<file path="src/sv/sector_cache_lru_unit_defines.svh">
// Assertion helpers used by the sector cache back end.
`ifndef SECTOR_CACHE_LRU_UNIT_DEFINES_SVH
`define SECTOR_CACHE_LRU_UNIT_DEFINES_SVH

// Plain invariant, checked at every clock edge outside reset.
`define SCL_ASSERT(name, prop, msg) \
  name: assert property (@(posedge clk_i) disable iff (!rst_ni) (prop)) else $error(msg);

// Implication checked in the same cycle.
`define SCL_ASSERT_IMPL(name, ante, cons, msg) \
  name: assert property (@(posedge clk_i) disable iff (!rst_ni) (ante) |-> (cons)) else $error(msg);

`endif

</file>
<file path="src/sv/scl_pkg.sv">
// ----------------------------------------------------------------------------
// Sector cache package
// Shared constants, codes and the transaction type passed from front to back.
// ----------------------------------------------------------------------------
`default_nettype none

package scl_pkg;

  localparam int LINES_DEF       = 64;
  localparam int TRACKS_DEF      = 64;
  localparam int SECTORS_DEF     = 64;
  localparam int SECTOR_WORDS_DEF = 32;

  localparam int KEY_MAX_W   = 16;
  localparam int QUEUE_DEPTH = 2;
  localparam int LC_W        = 7;
  localparam int CFG_W       = 7;

  localparam logic CFG_ENABLE     = 1'b0;
  localparam logic CFG_LINE_COUNT = 1'b1;

  typedef enum logic [2:0] {
    ST_HIT         = 3'd0,
    ST_MISS        = 3'd1,
    ST_INSERTED    = 3'd2,
    ST_UPDATED     = 3'd3,
    ST_NOT_ENABLED = 3'd4
  } status_e;

  typedef enum logic [1:0] {
    OP_NOTEN = 2'd0,
    OP_GET   = 2'd1,
    OP_PUT0  = 2'd2,
    OP_PUTW  = 2'd3
  } op_e;

  typedef struct packed {
    op_e                  op;
    logic                 key_ok;
    logic [KEY_MAX_W-1:0] key;
    logic [4:0]           widx;
    logic [63:0]          data;
  } item_t;

endpackage

`default_nettype wire

</file>
<file path="src/sv/scl_queue.sv">
// ----------------------------------------------------------------------------
// Sector cache decoupling queue
// Short first-in first-out buffer between the front end and the back end.
// ----------------------------------------------------------------------------
`default_nettype none

module scl_queue
  import scl_pkg::*;
(
  input  wire logic  clk_i,
  input  wire logic  rst_ni,
  input  wire logic  push_i,
  input  item_t      item_i,
  output logic       full_o,
  output logic       valid_o,
  input  wire logic  pop_i,
  output item_t      item_o
);

  localparam int PW = (QUEUE_DEPTH > 1) ? $clog2(QUEUE_DEPTH) : 1;
  localparam int NW = $clog2(QUEUE_DEPTH + 1);

  item_t         slot_q [QUEUE_DEPTH];
  logic [PW-1:0] wr_q, wr_d, rd_q, rd_d;
  logic [NW-1:0] num_q, num_d;
  logic          do_pop;

  assign full_o  = (num_q == NW'(QUEUE_DEPTH));
  assign valid_o = (num_q != '0);
  assign item_o  = slot_q[rd_q];
  assign do_pop  = pop_i && valid_o;

  always_comb begin
    wr_d  = wr_q;
    rd_d  = rd_q;
    num_d = num_q;
    if (push_i) begin
      wr_d = (wr_q == PW'(QUEUE_DEPTH - 1)) ? '0 : PW'(wr_q + 1'b1);
    end
    if (do_pop) begin
      rd_d = (rd_q == PW'(QUEUE_DEPTH - 1)) ? '0 : PW'(rd_q + 1'b1);
    end
    if (push_i && !do_pop) begin
      num_d = NW'(num_q + 1'b1);
    end else if (!push_i && do_pop) begin
      num_d = NW'(num_q - 1'b1);
    end
  end

  always_ff @(posedge clk_i or negedge rst_ni) begin
    if (!rst_ni) begin
      wr_q  <= '0;
      rd_q  <= '0;
      num_q <= '0;
    end else begin
      wr_q  <= wr_d;
      rd_q  <= rd_d;
      num_q <= num_d;
    end
  end

  always_ff @(posedge clk_i) begin
    if (push_i) begin
      slot_q[wr_q] <= item_i;
    end
  end

endmodule

`default_nettype wire

</file>
<file path="config.mk">
export PLATFORM = sky130hd
export DESIGN_NAME = scl_queue
export DESIGN_NICKNAME = d
export VERILOG_FILES = /design/src/sv/sector_cache_lru_unit_defines.svh /design/src/sv/scl_pkg.sv /design/src/sv/scl_queue.sv
export SDC_FILE = /design/constraint.sdc
export NUM_CORES = 1
export LEC_CHECK = 0
export BUFFER_PORTS_ARGS = -buffer_cell sky130_fd_sc_hd__buf_2
export CORE_ASPECT_RATIO = 0.8
export CORE_MARGIN = 2
export CORE_UTILIZATION = 56
export DETAILED_ROUTE_END_ITERATION = 8
export GPL_ROUTABILITY_DRIVEN = 0
export GPL_TIMING_DRIVEN = 0
export PLACE_DENSITY_LB_ADDON = 0.08
export SLEW_MARGIN = 20
export SYNTH_ARGS = -nofsm -noshare
export SYNTH_HDL_FRONTEND = slang
export SYNTH_SLANG_ARGS = --single-unit
</file>
<file path="constraint.sdc">
create_clock -name clk_i -period 8.6 [get_ports clk_i]
set_input_delay 2.58 -clock clk_i [delete_from_list [all_inputs] [get_ports clk_i]]
set_output_delay 2.58 -clock clk_i [all_outputs]
set_load 0.02 [all_outputs]
</file>
==> impl_metrics.json <==
{
  "status": "completed",
  "powerDensity_nw_per_um2": 347,
  "critPathCaptureType": "output port",
  "ant_nets": 0,
  "synth_top_area_share_pct": 80.4,
  "crit_path_max_fanout": 10,
  "rsz0062_at_grt": "no",
  "avgSynthCellArea_um2": 22.7,
  "slew_violations": 0,
  "clock-skew-final_ns": 0.00723,
  "clkSinkCount": 180,
  "fmax_mhz": 232,
  "setup_viol": 0,
  "cts.clk_slew.worst_paths_ns": 0.06,
  "worstPathArrival_ns": 1.74,
  "dieArea_um2": 12600,
  "grt_pass1_vias": 3460,
  "num_vias": 3322,
  "ir_worst_vdd_mv": 0.206,
  "nFillCells": 732,
  "regArea_um2": 5390,
  "grt_usage_pct": 18.6,
  "fin_crit_sh_pct": 50.2,
  "ctsResizeCount": 0,
  "clock_latency_ns": 0.41,
  "h-tree-depth": 4,
  "setup_tns_ns": 0,
  "worst_slew_pin_slew_ns": 0.665,
  "layout.cell_area.non_filler_um2": 8340,
  "syn_to_final_growth_pct": 26.9,
  "dpl-instance-area_um2": 7770,
  "multi_input_area_um2": 1130,
  "synthCells": 290,
  "cts_tree": "done",
  "timing.final.hold_violations": 0,
  "yosys_warnings": 0,
  "grt-ovfl-total": 0,
  "post_cts_buffers": 0,
  "yosysTopAreaCell": "edfxtp_1",
  "diodes": 0,
  "clockRootBuffer": "clkbuf_16",
  "drive_above_1_share_pct": 62.1,
  "core_area_um2": 11500,
  "leakagePower_uw": 0.00320,
  "io_buffers": 181,
  "cp-start-kind": "flop",
  "drtIter0Drc": 239,
  "wirelength_um": 11500,
  "nNetsFinal": 587,
  "ctsHoldBuffers": 0,
  "routedWlPerCell_um": 17.5,
  "clockBufferDepth": 2,
  "synthArstFlopShare_pct": 2.22,
  "holdCritPathClass": "flop to flop",
  "die_h_um": 101,
  "ys_top_cells_by_area": "edfxtp_1 80%, mux2_2 13%, mux2_4 2.3%",
  "crit_type": "flop to output port",
  "core.rowCount": 35,
  "seq_area_frac_synth_pct": 81.9,
  "cts_buffers": 17,
  "die_x_um": 125,
  "antenna_found_initial": 1,
  "slew_headroom_pct": 55.6,
  "synth_ff_type": "edfxtp_1",
  "synth_edf_count": 176,
  "dp_hpwl_um": 7570,
  "drtPass1Iterations": 4,
  "layout_min_cycle_time_ns": 4.32,
  "grt_max_degree": 46,
  "initial_core_util_pct": 57.3,
  "io_pins": 182,
  "synth_nets": 383,
  "viasPerCell": 5.07,
  "fin_util_pct": 72.7,
  "grt_pass1_wl_um": 17300,
  "drc": 0,
  "ys_seq_elements": 180,
  "cp.required_ns": 6.02,
  "syn-cell-area_um2": 6570,
  "maxCapViolCount": 0,
  "ys_types": 14
}
[sequential cells by signal, indices dropped and copies added (netlist names)]
| name | flops |
|---|---|
| wr_q | 1 |
| rd_q | 1 |
| slot_q | 176 |
| num_q | 2 |
[kinds of logic after synthesis]
group	share of synthesized area, %
xor+xnor	0.667
fa+ha+maj	0.190
buf+inv	1.05
flops	81.9
mux	15.7
simple gates	0.495
[final cells by class]
type / instances / area share [%]
repair buffers: 185 / 12.0
multi-input cells: 100 / 13.5
plain buffers: 10 / 0.825
clock inverters: 12 / 1.59
flip-flops and latches: 180 / 64.6
clock buffers: 20 / 5.24
well taps: 148 / 2.22
[worst paths after layout]
path / startpoint / endpoint / slack [ns] / cells past startpoint
max: rd_q / item_o[19] / 4.28 / 4
min: num_q[1] / num_q[1] / 0.50 / 1
max reg2reg: wr_q / slot_q[0][26] / 6.86 / 3
min reg2reg: num_q[1] / num_q[1] / 0.50 / 1
max in group asynchronous: rst_ni / num_q[0] / 6.52 / 1
min in group asynchronous: rst_ni / num_q[1] / 1.96 / 1
[per-layer routing]
| metal | up-vias | GRT usage [%] | wire [um] |
|---|---|---|---|
| met4 | 2 | 7.44 | 129 |
| met2 | 117 | 30.2 | 5730 |
| met1 | 1627 | 22.9 | 4740 |
| met3 | 13 | 7.32 | 841 |
| met5 | - | 0 | 11 |
| li1 | 1563 | - | - |
[metrics by stage]
step | total power [uW] | hold WS (ns) | setup slack (ns) | instances
floorplan | 1880 | 0.447 | 1.63 | 290
global placement | 2170 | 0.462 | -0.725 | 619
detailed placement | 2180 | 0.484 | 4.51 | 623
CTS | 2920 | 0.499 | 4.24 | 655
global route | 3020 | 0.537 | 4.21 | 655
finish | 2890 | 0.495 | 4.28 | 655
[cell usage in the layout (no fill, tap or decap), types with 2 or more instances in the layout]
cell        Yosys  routed
mux2_4         10      10
clkinv_4        0       3
buf_6           3       3
bufinv_16       0       2
clkinv_2        0       3
clkinvlp_4      0       3
mux2_2         78      78
dfrtp_1         4       4
edfxtp_1      176     176
xnor2_1         2       2
clkbuf_1        0       3
clkbuf_16       0      17
xor2_1          3       3
buf_16          0       2
buf_12          0       2
buf_2           7     188
[where the power goes]
group	switching [uW]	internal, uW	leakage (uW)
clock	309	428	0.000270
combinational	555	394	0.00123
sequential	41.2	1160	0.00170
[synthesized netlist by cell type, types with 2 or more instances]
cell type  instances
xor2_1             3
mux2_2            78
buf_2              7
dfrtp_1            4
edfxtp_1         176
mux2_4            10
nor2b_1            2
xnor2_1            2
buf_6              3
[critical path: stages (launching register included)]
cell	delay [ns]
dfrtp_1	0.34
buf_6	0.15
buf_2	0.29
mux2_2	0.38
buf_2	0.17
Note: power is estimated with default switching activity, not from simulation.
